## src/design/i2cms_pkg.sv

```systemverilog
// Shared types and constants for the I2C master bit sequencer.
`default_nettype none

package i2cms_pkg;

    typedef logic [2:0] kind_t;

    // Input kind codes.
    localparam kind_t KIND_TICK   = 3'd0;
    localparam kind_t KIND_START  = 3'd1;
    localparam kind_t KIND_STOP   = 3'd2;
    localparam kind_t KIND_WRITE  = 3'd3;
    localparam kind_t KIND_RDACK  = 3'd4;
    localparam kind_t KIND_RDNACK = 3'd5;

    localparam logic [7:0] ACK_TIMEOUT_RESET = 8'd250;
    localparam int         QUEUE_DEPTH       = 2;

    // One classified pin step as it travels from the front to the back.
    typedef struct packed {
        kind_t      cmd;        // command code, or tick for anything else
        logic [7:0] data_byte;
        logic       sda_in;
    } item_t;

    // One result of a pin step.
    typedef struct packed {
        logic       scl_level;
        logic       sda_level;
        logic       sda_drive_enable;
        logic       busy_res;
        logic       done_res;
        logic       ack_failed;
        logic [7:0] read_byte;
    } result_t;

endpackage

`default_nettype wire

```

## src/design/i2cms_channels.sv

```systemverilog
// Valid/ready channel interfaces for the input steps and the results.
`default_nettype none

interface i2cms_in_if;
    logic       valid;
    logic       ready;
    logic [2:0] kind;
    logic [7:0] data_byte;
    logic       sda_in;

    modport source (output valid, output kind, output data_byte, output sda_in, input ready);
    modport sink   (input valid, input kind, input data_byte, input sda_in, output ready);
endinterface

interface i2cms_out_if;
    logic       valid;
    logic       ready;
    logic       scl_level;
    logic       sda_level;
    logic       sda_drive_enable;
    logic       busy_res;
    logic       done_res;
    logic       ack_failed;
    logic [7:0] read_byte;

    modport source (output valid, output scl_level, output sda_level, output sda_drive_enable,
                    output busy_res, output done_res, output ack_failed, output read_byte,
                    input ready);
    modport sink   (input valid, input scl_level, input sda_level, input sda_drive_enable,
                    input busy_res, input done_res, input ack_failed, input read_byte,
                    output ready);
endinterface

`default_nettype wire

```

## src/design/i2cms_front.sv

```systemverilog
// Front end: takes input transfers and classifies the kind code.
`default_nettype none

module i2cms_front (
    i2cms_in_if.sink         in_ch,
    output logic             push_valid,
    input  logic             push_ready,
    output i2cms_pkg::item_t push_item
);
    import i2cms_pkg::*;

    kind_t cmd;

    // Unused kind codes behave as a tick.
    always_comb
    begin
        if (in_ch.kind inside {[KIND_START:KIND_RDNACK]})
        begin
            cmd = in_ch.kind;
        end
        else
        begin
            cmd = KIND_TICK;
        end
    end

    assign push_valid          = in_ch.valid;
    assign in_ch.ready         = push_ready;
    assign push_item.cmd       = cmd;
    assign push_item.data_byte = in_ch.data_byte;
    assign push_item.sda_in    = in_ch.sda_in;

endmodule

`default_nettype wire

```

## src/design/i2cms_queue.sv

```systemverilog
// Short FIFO of classified steps between the front and the back.
`default_nettype none

module i2cms_queue #(
    parameter int Depth = i2cms_pkg::QUEUE_DEPTH
) (
    input  logic             clk,
    input  logic             rst_n,
    input  logic             push_valid,
    output logic             push_ready,
    input  i2cms_pkg::item_t push_item,
    output logic             pop_valid,
    input  logic             pop_ready,
    output i2cms_pkg::item_t pop_item
);
    import i2cms_pkg::*;

    localparam int PtrW = (Depth > 1) ? $clog2(Depth) : 1;
    localparam int CntW = $clog2(Depth + 1);

    item_t            mem [Depth];
    logic [PtrW-1:0]  wr_ptr_reg, wr_ptr_next;
    logic [PtrW-1:0]  rd_ptr_reg, rd_ptr_next;
    logic [CntW-1:0]  count_reg, count_next;
    logic             do_push, do_pop;

    assign push_ready = (count_reg != CntW'(Depth));
    assign pop_valid  = (count_reg != '0);
    assign pop_item   = mem[rd_ptr_reg];
    assign do_push    = push_valid && push_ready;
    assign do_pop     = pop_valid && pop_ready;

    always_comb
    begin
        wr_ptr_next = wr_ptr_reg;
        rd_ptr_next = rd_ptr_reg;
        count_next  = count_reg;
        if (do_push)
        begin
            wr_ptr_next = (wr_ptr_reg == PtrW'(Depth - 1)) ? '0 : wr_ptr_reg + 1'b1;
        end
        if (do_pop)
        begin
            rd_ptr_next = (rd_ptr_reg == PtrW'(Depth - 1)) ? '0 : rd_ptr_reg + 1'b1;
        end
        if (do_push && !do_pop)
        begin
            count_next = count_reg + 1'b1;
        end
        else if (!do_push && do_pop)
        begin
            count_next = count_reg - 1'b1;
        end
    end

    always_ff @(posedge clk or negedge rst_n)
    begin
        if (!rst_n)
        begin
            wr_ptr_reg <= '0;
            rd_ptr_reg <= '0;
            count_reg  <= '0;
        end
        else
        begin
            wr_ptr_reg <= wr_ptr_next;
            rd_ptr_reg <= rd_ptr_next;
            count_reg  <= count_next;
        end
    end

    always_ff @(posedge clk)
    begin
        if (do_push)
        begin
            mem[wr_ptr_reg] <= push_item;
        end
    end

endmodule

`default_nettype wire

```

## src/design/i2cms_back.sv

```systemverilog
// Back end: line sequencer state machine and the registered result stage.
`default_nettype none

module i2cms_back (
    input  logic             clk,
    input  logic             rst_n,
    input  logic             cfg_we,
    input  logic [7:0]       cfg_wdata,
    input  logic             pop_valid,
    output logic             pop_ready,
    input  i2cms_pkg::item_t pop_item,
    i2cms_out_if.source      out_ch
);
    import i2cms_pkg::*;

    localparam logic [4:0] PH_IDLE  = 5'd0;
    localparam logic [4:0] PH_ST1   = 5'd1;
    localparam logic [4:0] PH_ST2   = 5'd2;
    localparam logic [4:0] PH_ST3   = 5'd3;
    localparam logic [4:0] PH_SP1   = 5'd4;
    localparam logic [4:0] PH_SP2   = 5'd5;
    localparam logic [4:0] PH_SP3   = 5'd6;
    localparam logic [4:0] PH_WSDA  = 5'd7;
    localparam logic [4:0] PH_WSCLH = 5'd8;
    localparam logic [4:0] PH_WSCLL = 5'd9;
    localparam logic [4:0] PH_WACK  = 5'd10;
    localparam logic [4:0] PH_WPOLL = 5'd11;
    localparam logic [4:0] PH_RSCLH = 5'd12;
    localparam logic [4:0] PH_RSCLL = 5'd13;
    localparam logic [4:0] PH_AK0   = 5'd14;
    localparam logic [4:0] PH_AK1   = 5'd15;
    localparam logic [4:0] PH_AK2   = 5'd16;
    localparam logic [4:0] PH_AK3   = 5'd17;

    logic [7:0] ack_timeout_reg;
    logic [4:0] phase_reg,    phase_next;
    logic [3:0] bit_count_reg, bit_count_next;
    logic [3:0] bit_count_inc;
    logic [7:0] shift_reg,    shift_next;
    logic [7:0] poll_count_reg, poll_count_next;
    logic       scl_reg,      scl_next;
    logic       sda_reg,      sda_next;
    logic       sda_oe_reg,   sda_oe_next;
    kind_t      command_reg,  command_next;
    logic       done, failed;
    logic [7:0] rbyte;
    logic       take;
    logic       out_valid_reg;
    result_t    result_reg,   result_next;

    // A step is taken whenever the result stage is empty or being emptied.
    assign pop_ready     = !out_valid_reg || out_ch.ready;
    assign take          = pop_valid && pop_ready;
    assign bit_count_inc = bit_count_reg + 1'b1;

    always_comb
    begin
        phase_next      = phase_reg;
        bit_count_next  = bit_count_reg;
        shift_next      = shift_reg;
        poll_count_next = poll_count_reg;
        scl_next        = scl_reg;
        sda_next        = sda_reg;
        sda_oe_next     = sda_oe_reg;
        command_next    = command_reg;
        done            = 1'b0;
        failed          = 1'b0;
        rbyte           = 8'd0;
        case (phase_reg)
            PH_IDLE:
            begin
                if (pop_item.cmd != KIND_TICK)
                begin
                    command_next = pop_item.cmd;
                    case (pop_item.cmd)
                        KIND_START:
                        begin
                            sda_oe_next = 1'b1;
                            sda_next    = 1'b1;
                            phase_next  = PH_ST1;
                        end
                        KIND_STOP:
                        begin
                            sda_oe_next = 1'b1;
                            scl_next    = 1'b0;
                            phase_next  = PH_SP1;
                        end
                        KIND_WRITE:
                        begin
                            sda_oe_next    = 1'b1;
                            scl_next       = 1'b0;
                            shift_next     = pop_item.data_byte;
                            bit_count_next = 4'd0;
                            phase_next     = PH_WSDA;
                        end
                        default:
                        begin
                            sda_oe_next    = 1'b0;
                            scl_next       = 1'b0;
                            shift_next     = 8'd0;
                            bit_count_next = 4'd0;
                            phase_next     = PH_RSCLH;
                        end
                    endcase
                end
            end
            PH_ST1:
            begin
                scl_next   = 1'b1;
                phase_next = PH_ST2;
            end
            PH_ST2:
            begin
                sda_next   = 1'b0;
                phase_next = PH_ST3;
            end
            PH_ST3:
            begin
                scl_next   = 1'b0;
                phase_next = PH_IDLE;
                done       = 1'b1;
            end
            PH_SP1:
            begin
                sda_next   = 1'b0;
                phase_next = PH_SP2;
            end
            PH_SP2:
            begin
                scl_next   = 1'b1;
                phase_next = PH_SP3;
            end
            PH_SP3:
            begin
                sda_next   = 1'b1;
                phase_next = PH_IDLE;
                done       = 1'b1;
                // A stop that follows a write can only be the ack-timeout stop.
                failed     = (command_reg == KIND_WRITE);
            end
            PH_WSDA:
            begin
                sda_next   = shift_reg[7];
                shift_next = {shift_reg[6:0], 1'b0};
                phase_next = PH_WSCLH;
            end
            PH_WSCLH:
            begin
                scl_next   = 1'b1;
                phase_next = PH_WSCLL;
            end
            PH_WSCLL:
            begin
                scl_next       = 1'b0;
                bit_count_next = bit_count_inc;
                phase_next     = (bit_count_inc >= 4'd8) ? PH_WACK : PH_WSDA;
            end
            PH_WACK:
            begin
                sda_oe_next     = 1'b0;
                scl_next        = 1'b1;
                poll_count_next = 8'd0;
                phase_next      = PH_WPOLL;
            end
            PH_WPOLL:
            begin
                if (!pop_item.sda_in)
                begin
                    scl_next   = 1'b0;
                    phase_next = PH_IDLE;
                    done       = 1'b1;
                end
                else if (poll_count_reg == ack_timeout_reg)
                begin
                    sda_oe_next = 1'b1;
                    scl_next    = 1'b0;
                    phase_next  = PH_SP1;
                end
                else
                begin
                    poll_count_next = poll_count_reg + 1'b1;
                end
            end
            PH_RSCLH:
            begin
                scl_next   = 1'b1;
                shift_next = {shift_reg[6:0], pop_item.sda_in};
                phase_next = PH_RSCLL;
            end
            PH_RSCLL:
            begin
                scl_next       = 1'b0;
                bit_count_next = bit_count_inc;
                phase_next     = (bit_count_inc >= 4'd8) ? PH_AK0 : PH_RSCLH;
            end
            PH_AK0:
            begin
                sda_oe_next = 1'b1;
                sda_next    = (command_reg == KIND_RDACK) ? 1'b0 : 1'b1;
                phase_next  = PH_AK1;
            end
            PH_AK1:
            begin
                scl_next   = 1'b0;
                phase_next = PH_AK2;
            end
            PH_AK2:
            begin
                scl_next   = 1'b1;
                phase_next = PH_AK3;
            end
            PH_AK3:
            begin
                scl_next   = 1'b0;
                phase_next = PH_IDLE;
                done       = 1'b1;
                rbyte      = shift_reg;
            end
            default:
            begin
                phase_next = PH_IDLE;
            end
        endcase
    end

    always_comb
    begin
        result_next.scl_level        = scl_next;
        result_next.sda_level        = sda_next;
        result_next.sda_drive_enable = sda_oe_next;
        result_next.busy_res         = (phase_next != PH_IDLE);
        result_next.done_res         = done;
        result_next.ack_failed       = failed;
        result_next.read_byte        = rbyte;
    end

    always_ff @(posedge clk or negedge rst_n)
    begin
        if (!rst_n)
        begin
            ack_timeout_reg <= ACK_TIMEOUT_RESET;
            phase_reg       <= PH_IDLE;
            bit_count_reg   <= 4'd0;
            shift_reg       <= 8'd0;
            poll_count_reg  <= 8'd0;
            scl_reg         <= 1'b1;
            sda_reg         <= 1'b1;
            sda_oe_reg      <= 1'b1;
            command_reg     <= KIND_TICK;
            out_valid_reg   <= 1'b0;
        end
        else
        begin
            if (cfg_we)
            begin
                ack_timeout_reg <= cfg_wdata;
            end
            if (take)
            begin
                phase_reg      <= phase_next;
                bit_count_reg  <= bit_count_next;
                shift_reg      <= shift_next;
                poll_count_reg <= poll_count_next;
                scl_reg        <= scl_next;
                sda_reg        <= sda_next;
                sda_oe_reg     <= sda_oe_next;
                command_reg    <= command_next;
                out_valid_reg  <= 1'b1;
            end
            else if (out_ch.ready)
            begin
                out_valid_reg <= 1'b0;
            end
        end
    end

    always_ff @(posedge clk)
    begin
        if (take)
        begin
            result_reg <= result_next;
        end
    end

    assign out_ch.valid            = out_valid_reg;
    assign out_ch.scl_level        = result_reg.scl_level;
    assign out_ch.sda_level        = result_reg.sda_level;
    assign out_ch.sda_drive_enable = result_reg.sda_drive_enable;
    assign out_ch.busy_res         = result_reg.busy_res;
    assign out_ch.done_res         = result_reg.done_res;
    assign out_ch.ack_failed       = result_reg.ack_failed;
    assign out_ch.read_byte        = result_reg.read_byte;

endmodule

`default_nettype wire

```

## src/design/i2c_master_bit_sequencer_unit.sv

```systemverilog
// Top level of the I2C master bit sequencer: front end, step queue and sequencer back end.
//
//   Channel   Direction  Handshake      Payload
//   in_ch     sink       valid/ready    kind, data_byte, sda_in (one pin step)
//   out_ch    source     valid/ready    scl_level, sda_level, sda_drive_enable,
//                                       busy_res, done_res, ack_failed, read_byte
//   cfg       write      cfg_we         cfg_wdata -> ack_timeout
//
// Every accepted pin step yields exactly one result transfer. The sequencer
// retires one step per clock while out_ch does not stall, so the sustained
// rate is one transfer per cycle; a step passes through the queue memory and
// then the result register on its way to out_ch.
// Reset is asynchronous and active low; there is no clearing pass, the block
// takes a step in the first cycle after reset.
// When out_ch stalls, the result register holds and the queue absorbs up to
// QueueDepth further steps before in_ch.ready drops.
`default_nettype none

module i2c_master_bit_sequencer_unit #(
    parameter int QueueDepth = i2cms_pkg::QUEUE_DEPTH
) (
    input  logic        clk,
    input  logic        rst_n,
    i2cms_in_if.sink    in_ch,
    i2cms_out_if.source out_ch,
    input  logic        cfg_we,
    input  logic [7:0]  cfg_wdata
);
    import i2cms_pkg::*;

    // Classified steps leave the front as transfers into the queue.
    logic  push_valid;
    logic  push_ready;
    item_t push_item;

    // The back end pops one step whenever its result register can take it.
    logic  pop_valid;
    logic  pop_ready;
    item_t pop_item;

    i2cms_front u_front (
        .in_ch      (in_ch),
        .push_valid (push_valid),
        .push_ready (push_ready),
        .push_item  (push_item)
    );

    i2cms_queue #(
        .Depth (QueueDepth)
    ) u_queue (
        .clk        (clk),
        .rst_n      (rst_n),
        .push_valid (push_valid),
        .push_ready (push_ready),
        .push_item  (push_item),
        .pop_valid  (pop_valid),
        .pop_ready  (pop_ready),
        .pop_item   (pop_item)
    );

    // The back end owns the ack timeout register and all line state.
    i2cms_back u_back (
        .clk       (clk),
        .rst_n     (rst_n),
        .cfg_we    (cfg_we),
        .cfg_wdata (cfg_wdata),
        .pop_valid (pop_valid),
        .pop_ready (pop_ready),
        .pop_item  (pop_item),
        .out_ch    (out_ch)
    );

endmodule

`default_nettype wire

```

## src/flat_wrapper.sv

```systemverilog
// flat-port wrapper written by rule: the top's interface ports become plain ports
module i2c_master_bit_sequencer_unit_flat import i2cms_pkg::*;
#(
    parameter int QueueDepth = i2cms_pkg::QUEUE_DEPTH
)
  (clk, rst_n, cfg_we, cfg_wdata, in_ch_valid, in_ch_kind, in_ch_data_byte, in_ch_sda_in, in_ch_ready, out_ch_valid, out_ch_scl_level, out_ch_sda_level, out_ch_sda_drive_enable, out_ch_busy_res, out_ch_done_res, out_ch_ack_failed, out_ch_read_byte, out_ch_ready);
  i2cms_in_if in_ch_i ();
  i2cms_out_if out_ch_i ();
  input  logic clk;
  input  logic rst_n;
  input  logic cfg_we;
  input  logic [7:0] cfg_wdata;
  input wire logic [$bits(in_ch_i.valid)-1:0] in_ch_valid;
  input wire logic [$bits(in_ch_i.kind)-1:0] in_ch_kind;
  input wire logic [$bits(in_ch_i.data_byte)-1:0] in_ch_data_byte;
  input wire logic [$bits(in_ch_i.sda_in)-1:0] in_ch_sda_in;
  output wire logic [$bits(in_ch_i.ready)-1:0] in_ch_ready;
  output wire logic [$bits(out_ch_i.valid)-1:0] out_ch_valid;
  output wire logic [$bits(out_ch_i.scl_level)-1:0] out_ch_scl_level;
  output wire logic [$bits(out_ch_i.sda_level)-1:0] out_ch_sda_level;
  output wire logic [$bits(out_ch_i.sda_drive_enable)-1:0] out_ch_sda_drive_enable;
  output wire logic [$bits(out_ch_i.busy_res)-1:0] out_ch_busy_res;
  output wire logic [$bits(out_ch_i.done_res)-1:0] out_ch_done_res;
  output wire logic [$bits(out_ch_i.ack_failed)-1:0] out_ch_ack_failed;
  output wire logic [$bits(out_ch_i.read_byte)-1:0] out_ch_read_byte;
  input wire logic [$bits(out_ch_i.ready)-1:0] out_ch_ready;
  assign in_ch_i.valid = in_ch_valid;
  assign in_ch_i.kind = in_ch_kind;
  assign in_ch_i.data_byte = in_ch_data_byte;
  assign in_ch_i.sda_in = in_ch_sda_in;
  assign in_ch_ready = in_ch_i.ready;
  assign out_ch_valid = out_ch_i.valid;
  assign out_ch_scl_level = out_ch_i.scl_level;
  assign out_ch_sda_level = out_ch_i.sda_level;
  assign out_ch_sda_drive_enable = out_ch_i.sda_drive_enable;
  assign out_ch_busy_res = out_ch_i.busy_res;
  assign out_ch_done_res = out_ch_i.done_res;
  assign out_ch_ack_failed = out_ch_i.ack_failed;
  assign out_ch_read_byte = out_ch_i.read_byte;
  assign out_ch_i.ready = out_ch_ready;
  i2c_master_bit_sequencer_unit #(.QueueDepth(QueueDepth)) u_core (.clk(clk), .rst_n(rst_n), .in_ch(in_ch_i), .out_ch(out_ch_i), .cfg_we(cfg_we), .cfg_wdata(cfg_wdata));
endmodule
```

## config.mk

```make
export PLATFORM = sky130hd
export DESIGN_NAME = i2c_master_bit_sequencer_unit_flat
export DESIGN_NICKNAME = d
export VERILOG_FILES = /design/src/design/i2cms_pkg.sv /design/src/design/i2cms_channels.sv /design/src/design/i2cms_front.sv /design/src/design/i2cms_queue.sv /design/src/design/i2cms_back.sv /design/src/design/i2c_master_bit_sequencer_unit.sv /design/src/flat_wrapper.sv
export SDC_FILE = /design/constraint.sdc
export NUM_CORES = 1
export LEC_CHECK = 0
export ABC_AREA = 1
export BUFFER_PORTS_ARGS = -buffer_cell sky130_fd_sc_hd__buf_2
export CAP_MARGIN = 0
export CORE_UTILIZATION = 50
export DETAILED_ROUTE_END_ITERATION = 10
export PLACE_DENSITY = 0.72
export RECOVER_POWER = 50
export SETUP_SLACK_MARGIN = 0.3
export SLEW_MARGIN = 20
export SYNTH_ARGS = -nofsm -noshare
export SYNTH_HDL_FRONTEND = slang
export SYNTH_SLANG_ARGS = --single-unit
```

## constraint.sdc

```tcl
create_clock -name clk -period 2.4 [get_ports clk]
set_clock_uncertainty 0.2 [all_clocks]
set_input_delay 0.24 -clock clk [delete_from_list [all_inputs] [get_ports clk]]
set_output_delay 0.24 -clock clk [all_outputs]
set_load 0.05 [all_outputs]
```

==> metrics.md, run 1 <==
| Metric | Value |
|---|---|
| Outcome | `completed` |
| Crit path buf inv count | `2` |
| Most frequent cells in the layout | `nand2_1 (99), nor2_1 (53), inv_1 (48), edfxtp_1 (38), dfrtp_1 (31)` |
| Highest clock rate | `0.507 GHz` |
| # fillers | `662` |
| # DRC | `0` |
| Synth Net Count | `462` |
| Register area | `2260 um^2` |
| Die W | `91.2 um` |
| Seq/Total Area, Yosys | `56.6%` |
| Gpl congestion | `0.878` |
| Max reg flops | `24` |
| Worst slew pin tran | `1.14 ns` |
| Peak VDD IR | `0.000654 V` |
| Port Buffers | `40` |
| Max clock buf depth | `2` |
| Most used cell along the critical path | `nand2_1` |
| CTS tree | `built` |
| Minimum clock period | `1.97 ns` |
| Row count | `32` |
| CP Capture Type | `register` |
| Top reg by flops | `u_core.u_queue.mem` |
| Ys flop type | `edfxtp_1` |
| Largest net degree at the start of global routing | `45` |
| Crit Path Class | `register to register` |
| Place WS | `0.218 ns` |
| TritonCTS buffer count | `9` |
| Final hold vios | `0` |
| Largest cells by area after synthesis | `edfxtp_1 (29%), dfrtp_1 (22%), nand2_1 (9.4%), dfstp_2 (5.9%), nor2_1 (5.4%)` |
| Inst Count DP | `578` |
| PnR worst setup slack | `0.427 ns` |
| Number of global-route vias before repair | `3103` |
| Synth area leader | `edfxtp_1` |
| Initial DRC Count | `183` |
| Syn Area/Cell | `9.17 um^2` |
| Total global routing overflow | `0` |
| Clock Pin Slew Worst Setup and Hold Paths | `0.10 ns` |
| Die Span Y | `91.2 um` |
| Critical Path Source Type | `register` |
| Final period util | `82.2%` |
| Die area | `8320 um^2` |
| Cell Area, Synth | `3980 um^2` |
| Ys async rst share | `53.7%` |
| Yosys warnings | `0` |
| Setup TNS | `0 ns` |
| DRT antenna net count | `0` |
| Layout cells sized above 1 | `17.9%` |
| Type of the most critical hold path | `input port to register` |
| Max incr delay on CP | `0.52 ns` |
| Vias per Instance | `5.07` |
| CP max stage cell | `dfrtp_2` |
| P&R area growth vs syn | `21.6%` |
| Pwr Density | `1250 nW/um^2` |
| Syn Inst Count | `434` |
| Max-capacitance violation count | `0` |
| Worst-Skew Late Latency | `0.36 ns` |
| Leakage | `2.07 nW` |
| All-Layer GR Usage | `22.1%` |
| Synthesis-stage register bit count | `82` |
| RSZ-0062 raised after global routing | `no` |
| Clock Sinks | `82` |
| Number of iterations in the first detailed-routing pass | `4` |
| Non-Filler Instances | `621` |
| Max-slew violation count | `0` |
| Via Count | `3148` |
| DP HPWL | `5.83 mm` |
| WL final | `8.50 mm` |
| CP required | `2.45 ns` |
| Post-synth top area share | `28.7%` |
| Cell variety after synth | `36` |
| Initial Util | `51.5%` |
| Post-synth EDFFs | `38` |
| Most common cell after layout, fill and taps aside | `nand2_1` |
| N_diodes | `0` |
| Root buf cell | `clkbuf_8` |
| Cell Chain, Critical Path | `inv_2, nand2_1, nand2_2, inv_2, or2_1, nand2_1, nand2_2, a21oi_2, nand2_1, o21a_1` |
| Core area | `7730 um^2` |
| Initial antenna violation count | `0` |
| Relative slew slack | `24.2%` |
| # H-tree levels | `3` |
| Layout Nets | `542` |
| CP max FO | `11` |
| Multi-input gate area | `1500 um^2` |
| Number of setup violations in the final report | `0` |
| CP arrival | `2.02 ns` |
| I/O pins | `41` |
| First-pass GRT wire length | `14.4 mm` |
| WL/cell | `13.7 um` |
| Crit path max-delay family | `simple AND/OR/NAND/NOR gates` |
==> worst paths after layout <==
path,slack (ns),cells after the start,startpoint,endpoint
worst max-delay path,0.43,10,u_core.u_queue.rd_ptr_reg$_DFFE_PN0P_,u_core.u_back.bit_count_reg[0]$_DFFE_PN0P_
worst min-delay path,0.02,2,cfg_we,u_core.u_back.ack_timeout_reg[1]$_DFFE_PN1P_
worst max register to register,0.43,10,u_core.u_queue.rd_ptr_reg$_DFFE_PN0P_,u_core.u_back.bit_count_reg[0]$_DFFE_PN0P_
worst min register to register,0.27,2,u_core.u_back.scl_reg$_DFFE_PN1P_,u_core.u_back.scl_reg$_DFFE_PN1P_
max in group asynchronous,0.72,3,rst_n,u_core.u_back.phase_reg[4]$_DFFE_PN0P_
min in group asynchronous,0.50,3,rst_n,u_core.u_back.shift_reg[1]$_DFFE_PN0P_
==> Yosys cell counts (6+ instances only) <==
cell type and instances:
dfrtp_1 35, inv_1 48, xor2_1 6, o21ai_0 23, mux2i_1 8, o22ai_1 8, nand2_1 100, nand3_1 24
edfxtp_1 38, o21ai_1 12, inv_2 7, dfstp_2 9, xnor2_1 6, nor2_1 57, nand2_2 7
==> cell families after synthesis <==
family          share of synthesized area, %
compound gates                          8.99
fa+ha+maj                              0.943
flops                                   56.6
xor+xnor                                2.64
buf+inv                                 6.69
simple gates                            21.3
mux                                     2.86
==> per-stage QoR <==
step	cell area (um^2)	hold slack, ns	util [%]	total power, mW
5_1_grt	4840	0.0526	62.7	6.45
3_3_place_gp	4320	0.162	55.9	4.75
3_5_place_dp	4320	0.161	55.9	4.79
2_1_floorplan	3990	-0.256	-	4.20
6_report	4840	0.0230	62.7	6.06
4_1_cts	4820	0.00507	62.4	6.04
==> layout make-up <==
cell class,count,area share (%)
sequential,82,46.6
multi-input combinational,289,30.9
timing repair buffer,75,10.4
inverter,57,4.60
tap,102,2.64
clock buffer,9,2.56
clock inverter,7,2.22
==> power by group <==
part	leakage, nW	switching, mW	internal (mW)	total (mW)
clock network	0.114	0.559	0.608	1.17
logic	1.06	1.77	0.809	2.58
registers	0.899	0.283	2.03	2.31
==> layer usage <==
| metal | part of all wire [%] | GRT usage [%] | up-vias | routed length, um |
|---|---|---|---|---|
| li1 | - | - | 1578 | - |
| met1 | 46 | 29.1 | 1484 | 3920 |
| met2 | 49 | 37.4 | 76 | 4160 |
| met3 | 3.8 | 3.52 | 10 | 320 |
| met4 | 1.1 | 7.41 | 0 | 95 |
| met5 | 0 | 0 | - | 0 |
==> timing repair <==
item	in CTS	in global routing
hold buffers	24	0
hold endpoints to repair	66	0
endpoints found under the setup margin	13	25
buffers inserted	1	2
gates resized for setup	4	13
(Power assumes the default switching activity.)
==> run 2: changes to the inputs <==
--- a/config.mk
+++ b/config.mk
@@ -10,7 +10,7 @@
 export CAP_MARGIN = 0
 export CORE_UTILIZATION = 50
 export DETAILED_ROUTE_END_ITERATION = 10
-export PLACE_DENSITY = 0.72
+export PLACE_DENSITY = 0.75
 export RECOVER_POWER = 50
 export SETUP_SLACK_MARGIN = 0.3
 export SLEW_MARGIN = 20
==> constraint.sdc (replaced) <==
create_clock -name clk -period 1.6 [get_ports clk]
set_clock_uncertainty 0.2 [all_clocks]
set_input_delay 0.16 -clock clk [delete_from_list [all_inputs] [get_ports clk]]
set_output_delay 0.16 -clock clk [all_outputs]
set_load 0.05 [all_outputs]
==> run 2 against run 1 <==
The flow now finishes with violations (negative hold slack, negative setup slack). Critical path type unchanged. Register-to-register slack worse by 0.75 ns. Routed wire length is 41% higher. Highest routed layer unchanged. Die area unchanged. Final cell count rose by 15%. Non-clock buffer count is 93 higher. Sequential power is 53% higher. Largest power group unchanged.
==> metrics.md, run 2 (synthesis gave the netlist of run 1 again) <==
| Metric | Value |
|---|---|
| Peak VDD IR | `0.00150 V` |
| Fraction of power spent switching nets | `43.2%` |
| Max-capacitance violation count | `0` |
| Non-Filler Instances | `715` |
| # DRC | `0` |
| Port Buffers | `40` |
| FF-to-FF path depth | `11` |
| RSZ-0062 raised after global routing | `yes` |
| Top reg by flops | `u_core.u_queue.mem` |
| Reg power frac | `29.0%` |
| Max-slew violation count | `0` |
| CP max stage cell | `dfrtp_2` |
| DRT antenna net count | `0` |
| Sw power | `5.26 mW` |
| First-pass GRT wire length | `16.4 mm` |
| Critical Path Source Type | `register` |
| Crit path max-delay family | `simple AND/OR/NAND/NOR gates` |
| Type of the most critical hold path | `input port to register` |
| Most common cell after layout, fill and taps aside | `buf_4` |
| CTS tree | `built` |
| Highest clock rate | `0.519 GHz` |
| Max reg flops | `24` |
| Number of setup violations in the final report | `58` |
| Largest net degree at the start of global routing | `45` |
| Cts hold-fix bufs | `22` |
| RR Startpoint | `u_core.u_queue.rd_ptr_reg$_DFFE_PN0P_` |
| Crit path buf inv count | `3` |
| Pwr Density | `1930 nW/um^2` |
| Layout cells sized above 1 | `47.8%` |
| Most frequent cells in the layout | `buf_4 (74), nand2_1 (71), inv_1 (39), edfxtp_1 (38), buf_6 (34)` |
| WL/cell | `16.8 um` |
| Clock Sinks | `82` |
| Multi-input gate area | `1920 um^2` |
| Endpoint, Worst Hold | `u_core.u_back.out_ch.valid$_DFFE_PN0P_` |
| Crit Path Class | `register to register` |
| Via Count | `3793` |
| Inst Count DP | `642` |
| Worst reg2reg path endpoint | `u_core.u_back.shift_reg[7]$_DFFE_PN0P_` |
| Max clock buf depth | `2` |
| Relative slew slack | `57.3%` |
| Initial antenna violation count | `0` |
| # H-tree levels | `3` |
| P_int | `6.91 mW` |
| Number of iterations in the first detailed-routing pass | `5` |
| Leakage | `2.81 nW` |
| Initial DRC Count | `276` |
| Final period util | `120%` |
| Hold path start | `out_ch_ready` |
| Part of the power in the clock network | `11.9%` |
| CP max FO | `8` |
| TritonCTS buffer count | `9` |
| CP Capture Type | `register` |
| Minimum clock period | `1.93 ns` |
| Stages on the worst setup path | `11` |
| Outcome | `finished, violations left` |
| Power Total | `12.2 mW` |
| WL final | `12.0 mm` |
| Row count | `32` |
| P&R area growth vs syn | `58.0%` |
| Final hold vios | `1` |
| Cell Chain, Critical Path | `inv_2, nand2_2, nand2_2, inv_2, or2_4, nand2_4, nand2_4, a21oi_4, buf_12, nand2_2, o21ai_1` |
| All-Layer GR Usage | `25.7%` |
| Core area | `7730 um^2` |
| N_diodes | `0` |
| DP HPWL | `6.31 mm` |
| Vias per Instance | `5.30` |
| Setup TNS | `-9.51 ns` |
| Number of global-route vias before repair | `3580` |
| Register area | `2260 um^2` |
| Worst-Skew Late Latency | `0.37 ns` |
| I/O pins | `41` |
| Most used cell along the critical path | `nand2_2` |
| Max incr delay on CP | `0.48 ns` |
| CP arrival | `2.01 ns` |
| Die W | `91.2 um` |
| Initial Util | `51.5%` |
| WHS Path Cells | `4` |
| Worst slew pin tran | `0.641 ns` |
| Clock Pin Slew Worst Setup and Hold Paths | `0.09 ns` |
| Die area | `8320 um^2` |
| # fillers | `402` |
| R2R setup slack | `-0.33 ns` |
| Final hold slack | `-0.0899 ns` |
| Failing checks | `negative hold slack, negative setup slack` |
| Root buf cell | `clkbuf_8` |
| PnR worst setup slack | `-0.327 ns` |
| Logic gate share of total power | `59.1%` |
| CP required | `1.69 ns` |
| Layout Nets | `636` |
| Total global routing overflow | `0` |
| Gpl congestion | `0.958` |
| Die Span Y | `91.2 um` |
## run 2: worst max path at each step
stage / slack, ns / to / start
after floorplan: -0.20 / u_core.u_back.poll_count_reg[5]$_DFFE_PN0P_ / u_core.u_queue.rd_ptr_reg$_DFFE_PN0P_
after global placement: -0.29 / u_core.u_back.out_ch.busy_res$_DFFE_PP_ / u_core.u_back.phase_reg[1]$_DFFE_PN0P_
after global routing: -0.41 / u_core.u_back.shift_reg[4]$_DFFE_PN0P_ / u_core.u_queue.rd_ptr_reg$_DFFE_PN0P_
final: -0.33 / u_core.u_back.shift_reg[7]$_DFFE_PN0P_ / u_core.u_queue.rd_ptr_reg$_DFFE_PN0P_
after CTS: -0.23 / u_core.u_back.out_ch.sda_drive_enable$_DFFE_PP_ / u_core.u_back.phase_reg[4]$_DFFE_PN0P_
after detailed placement: -0.32 / u_core.u_back.shift_reg[5]$_DFFE_PN0P_ / u_core.u_queue.rd_ptr_reg$_DFFE_PN0P_
## run 2: worst register-to-register path: cells and delay by family, from the launching register on
| family | cells | cell delay, ns |
|---|---|---|
| DFF | 1 | 0.48 |
| AOI/OAI and AO/OA | 2 | 0.28 |
| buffers and inverters | 3 | 0.32 |
| and+or+nand+nor | 6 | 0.57 |
## run 2: per-stage QoR
stage	setup WS, ns	utilization [%]	hold slack [ns]	area [um^2]
floorplan	-0.199	-	-0.336	4130
global placement	-0.286	64.4	-0.0417	4980
detailed placement	-0.324	64.4	-0.0356	4980
CTS	-0.226	75.2	-0.0794	5810
global route	-0.414	81.4	-0.0885	6290
finish	-0.327	81.4	-0.0899	6290
## run 2: power by group through the flow
stage               Sequential, mW  Clock, mW  Combinational, mW
floorplan                     4.01          0               2.67
global placement              3.41          0               4.85
global route                  3.59       1.53               7.61
detailed placement            3.44          0               4.94
finish                        3.53       1.45               7.19
CTS                           3.44       1.45               5.94
## run 2: repair_timing
item	4_1_cts	5_1_grt
buffers inserted	17	14
pin swaps	23	29
resized for setup	78	102
hold endpoints to repair	77	1
cloned	2	2
endpoints found under the setup margin	100	104
## run 2: layer usage
layer | up-vias | track usage (%) | routed length [um]
li1 | 1773 | - | -
met1 | 1819 | 30.6 | 4660
met2 | 161 | 45.7 | 6380
met3 | 40 | 4.77 | 574
met4 | 0 | 10.7 | 407
met5 | - | 0 | 0
## run 2: final cells by class
class | instances | area share (%)
flip-flops and latches | 82 | 36.0
inverters | 57 | 3.88
clock inverters | 7 | 1.01
repair buffers | 168 | 24.6
well taps | 102 | 2.03
repair inverters | 1 | 0.0796
multi-input cells | 289 | 30.5
clock buffers | 9 | 1.97
==> run 3: changes to the inputs <==
--- a/config.mk
+++ b/config.mk
@@ -11,7 +11,7 @@
 export CORE_UTILIZATION = 50
 export DETAILED_ROUTE_END_ITERATION = 10
 export PLACE_DENSITY = 0.75
-export RECOVER_POWER = 50
+export RECOVER_POWER = 25
 export SETUP_SLACK_MARGIN = 0.3
 export SLEW_MARGIN = 20
 export SYNTH_ARGS = -nofsm -noshare
==> run 3 against run 2 <==
The flow still finishes with violations (negative hold slack, negative setup slack). Global-route usage is the same. Final cell count is the same. Clock-buffer cell count is the same. Hold slack lost 0.00073 ns. Combinational power is essentially flat. Final area is essentially flat. Power is essentially flat. Highest routed layer unchanged.
==> metrics.md, run 3 (synthesis gave the netlist of run 1 again) <==
| Metric | Value |
|---|---|
| Final hold slack | `-0.0906 ns` |
| CP max stage cell | `dfrtp_1` |
| Pwr Density | `1930 nW/um^2` |
| All-Layer GR Usage | `25.7%` |
| CP arrival | `1.84 ns` |
| Vias per Instance | `5.30` |
| Number of setup violations in the final report | `61` |
| Layout cells sized above 1 | `48.1%` |
| I/O pins | `41` |
| Peak VDD IR | `0.00150 V` |
| Type of the most critical hold path | `input port to register` |
| Initial DRC Count | `278` |
| Most frequent cells in the layout | `buf_4 (74), nand2_1 (71), inv_1 (39), edfxtp_1 (38), buf_6 (34)` |
| Relative slew slack | `57.2%` |
| Root buf cell | `clkbuf_8` |
| Cts hold-fix bufs | `22` |
| PnR worst setup slack | `-0.322 ns` |
| Port Buffers | `40` |
| Core area | `7730 um^2` |
| Power Total | `12.2 mW` |
| Max reg flops | `24` |
| Die area | `8320 um^2` |
| CP max FO | `7` |
| Top reg by flops | `u_core.u_queue.mem` |
| P&R area growth vs syn | `58.0%` |
| TritonCTS buffer count | `9` |
| CP required | `1.52 ns` |
| Cell Chain, Critical Path | `inv_4, nand2_4, nor2_2, nand2_2, and2_4, nand2_2, nor2_1, nand4_1, nor2_1, nand2_1` |
| Row count | `32` |
| Max clock buf depth | `2` |
| Worst slew pin tran | `0.641 ns` |
| CTS tree | `built` |
| FF-to-FF path depth | `10` |
| Max-capacitance violation count | `0` |
| Layout Nets | `636` |
| Worst-Skew Late Latency | `0.37 ns` |
| WHS Path Cells | `4` |
| Total global routing overflow | `0` |
| Leakage | `2.81 nW` |
| Via Count | `3786` |
| Clock Sinks | `82` |
| Endpoint, Worst Hold | `u_core.u_back.out_ch.valid$_DFFE_PN0P_` |
| # DRC | `0` |
| Final period util | `120%` |
| DRT antenna net count | `0` |
| Die W | `91.2 um` |
| Clock Pin Slew Worst Setup and Hold Paths | `0.09 ns` |
| Most common cell after layout, fill and taps aside | `buf_4` |
| WL final | `12.0 mm` |
| Final hold vios | `1` |
| Crit Path Class | `register to register` |
| Initial antenna violation count | `0` |
| Place WS | `-0.324 ns` |
| Worst reg2reg path endpoint | `u_core.u_back.out_ch.busy_res$_DFFE_PP_` |
| Number of iterations in the first detailed-routing pass | `5` |
| Initial Util | `51.5%` |
| First-pass GRT wire length | `16.4 mm` |
| # H-tree levels | `3` |
| Largest net degree at the start of global routing | `45` |
| Max-slew violation count | `0` |
| N_diodes | `0` |
| WL/cell | `16.8 um` |
| RSZ-0062 raised after global routing | `yes` |
| Gpl congestion | `0.958` |
| Max incr delay on CP | `0.44 ns` |
| RR Startpoint | `u_core.u_back.phase_reg[4]$_DFFE_PN0P_` |
| Hold path start | `out_ch_ready` |
| Failing checks | `negative hold slack, negative setup slack` |
| Die Span Y | `91.2 um` |
| Minimum clock period | `1.92 ns` |
| DP HPWL | `6.31 mm` |
| Highest clock rate | `0.520 GHz` |
| Fin util | `81.4%` |
| R2R setup slack | `-0.32 ns` |
| Critical Path Source Type | `register` |
| Number of global-route vias before repair | `3580` |
| Outcome | `finished, violations left` |
| CP Capture Type | `register` |
## run 3: area by class of cell
type,count,area [um^2]
tap,102,128
inverter,57,244
timing repair inverter,1,5.00
sequential,82,2260
clock buffer,9,124
fill,400,1440
clock inverter,7,63.8
multi-input combinational,289,1920
timing repair buffer,168,1550
## run 3: how the worst max path moves through the flow
stage,start,endpoint
6_report,u_core.u_back.phase_reg[4]$_DFFE_PN0P_,u_core.u_back.out_ch.busy_res$_DFFE_PP_
5_1_grt,u_core.u_queue.rd_ptr_reg$_DFFE_PN0P_,u_core.u_back.shift_reg[4]$_DFFE_PN0P_
4_1_cts,u_core.u_back.phase_reg[4]$_DFFE_PN0P_,u_core.u_back.out_ch.sda_drive_enable$_DFFE_PP_
3_5_place_dp,u_core.u_queue.rd_ptr_reg$_DFFE_PN0P_,u_core.u_back.shift_reg[5]$_DFFE_PN0P_
3_3_place_gp,u_core.u_back.phase_reg[1]$_DFFE_PN0P_,u_core.u_back.out_ch.busy_res$_DFFE_PP_
2_1_floorplan,u_core.u_queue.rd_ptr_reg$_DFFE_PN0P_,u_core.u_back.poll_count_reg[5]$_DFFE_PN0P_
## run 3: per-stage QoR
stage	TNS (ns)	instances	hold slack, ns	cell area (um^2)
global placement	-5.98	642	-0.0417	4980
floorplan	-3.49	434	-0.336	4130
detailed placement	-7.08	642	-0.0356	4980
finish	-9.59	715	-0.0906	6290
global route	-13.47	715	-0.0885	6290
CTS	-6.01	699	-0.0794	5810
## run 3: worst max-delay path: cells and delay by family (launching register included)
family                 cells  cell delay, ns
DFF                        1            0.44
buffers and inverters      1            0.09
and+or+nand+nor            9            0.93
## run 3: power by group
part	total (mW)	internal [mW]	switching (mW)
registers	3.53	3.06	0.472
logic	7.19	3.26	3.93
clock network	1.45	0.590	0.859
## run 3: routing by layer
| metal | global-route usage (%) | vias up | wire (um) |
|---|---|---|---|
| li1 | - | 1771 | - |
| met1 | 30.6 | 1805 | 4560 |
| met2 | 45.7 | 172 | 6350 |
| met3 | 4.77 | 38 | 650 |
| met4 | 10.7 | 0 | 413 |
| met5 | 0 | - | 0 |
## run 3: what timing repair did
| item | CTS | global route |
|---|---|---|
| pin swaps | 23 | 29 |
| cloned | 2 | 2 |
| endpoints found under the setup margin | 100 | 104 |
| setup buffers | 17 | 14 |
| endpoints found under the hold margin | 77 | 1 |
| resized for setup | 78 | 102 |
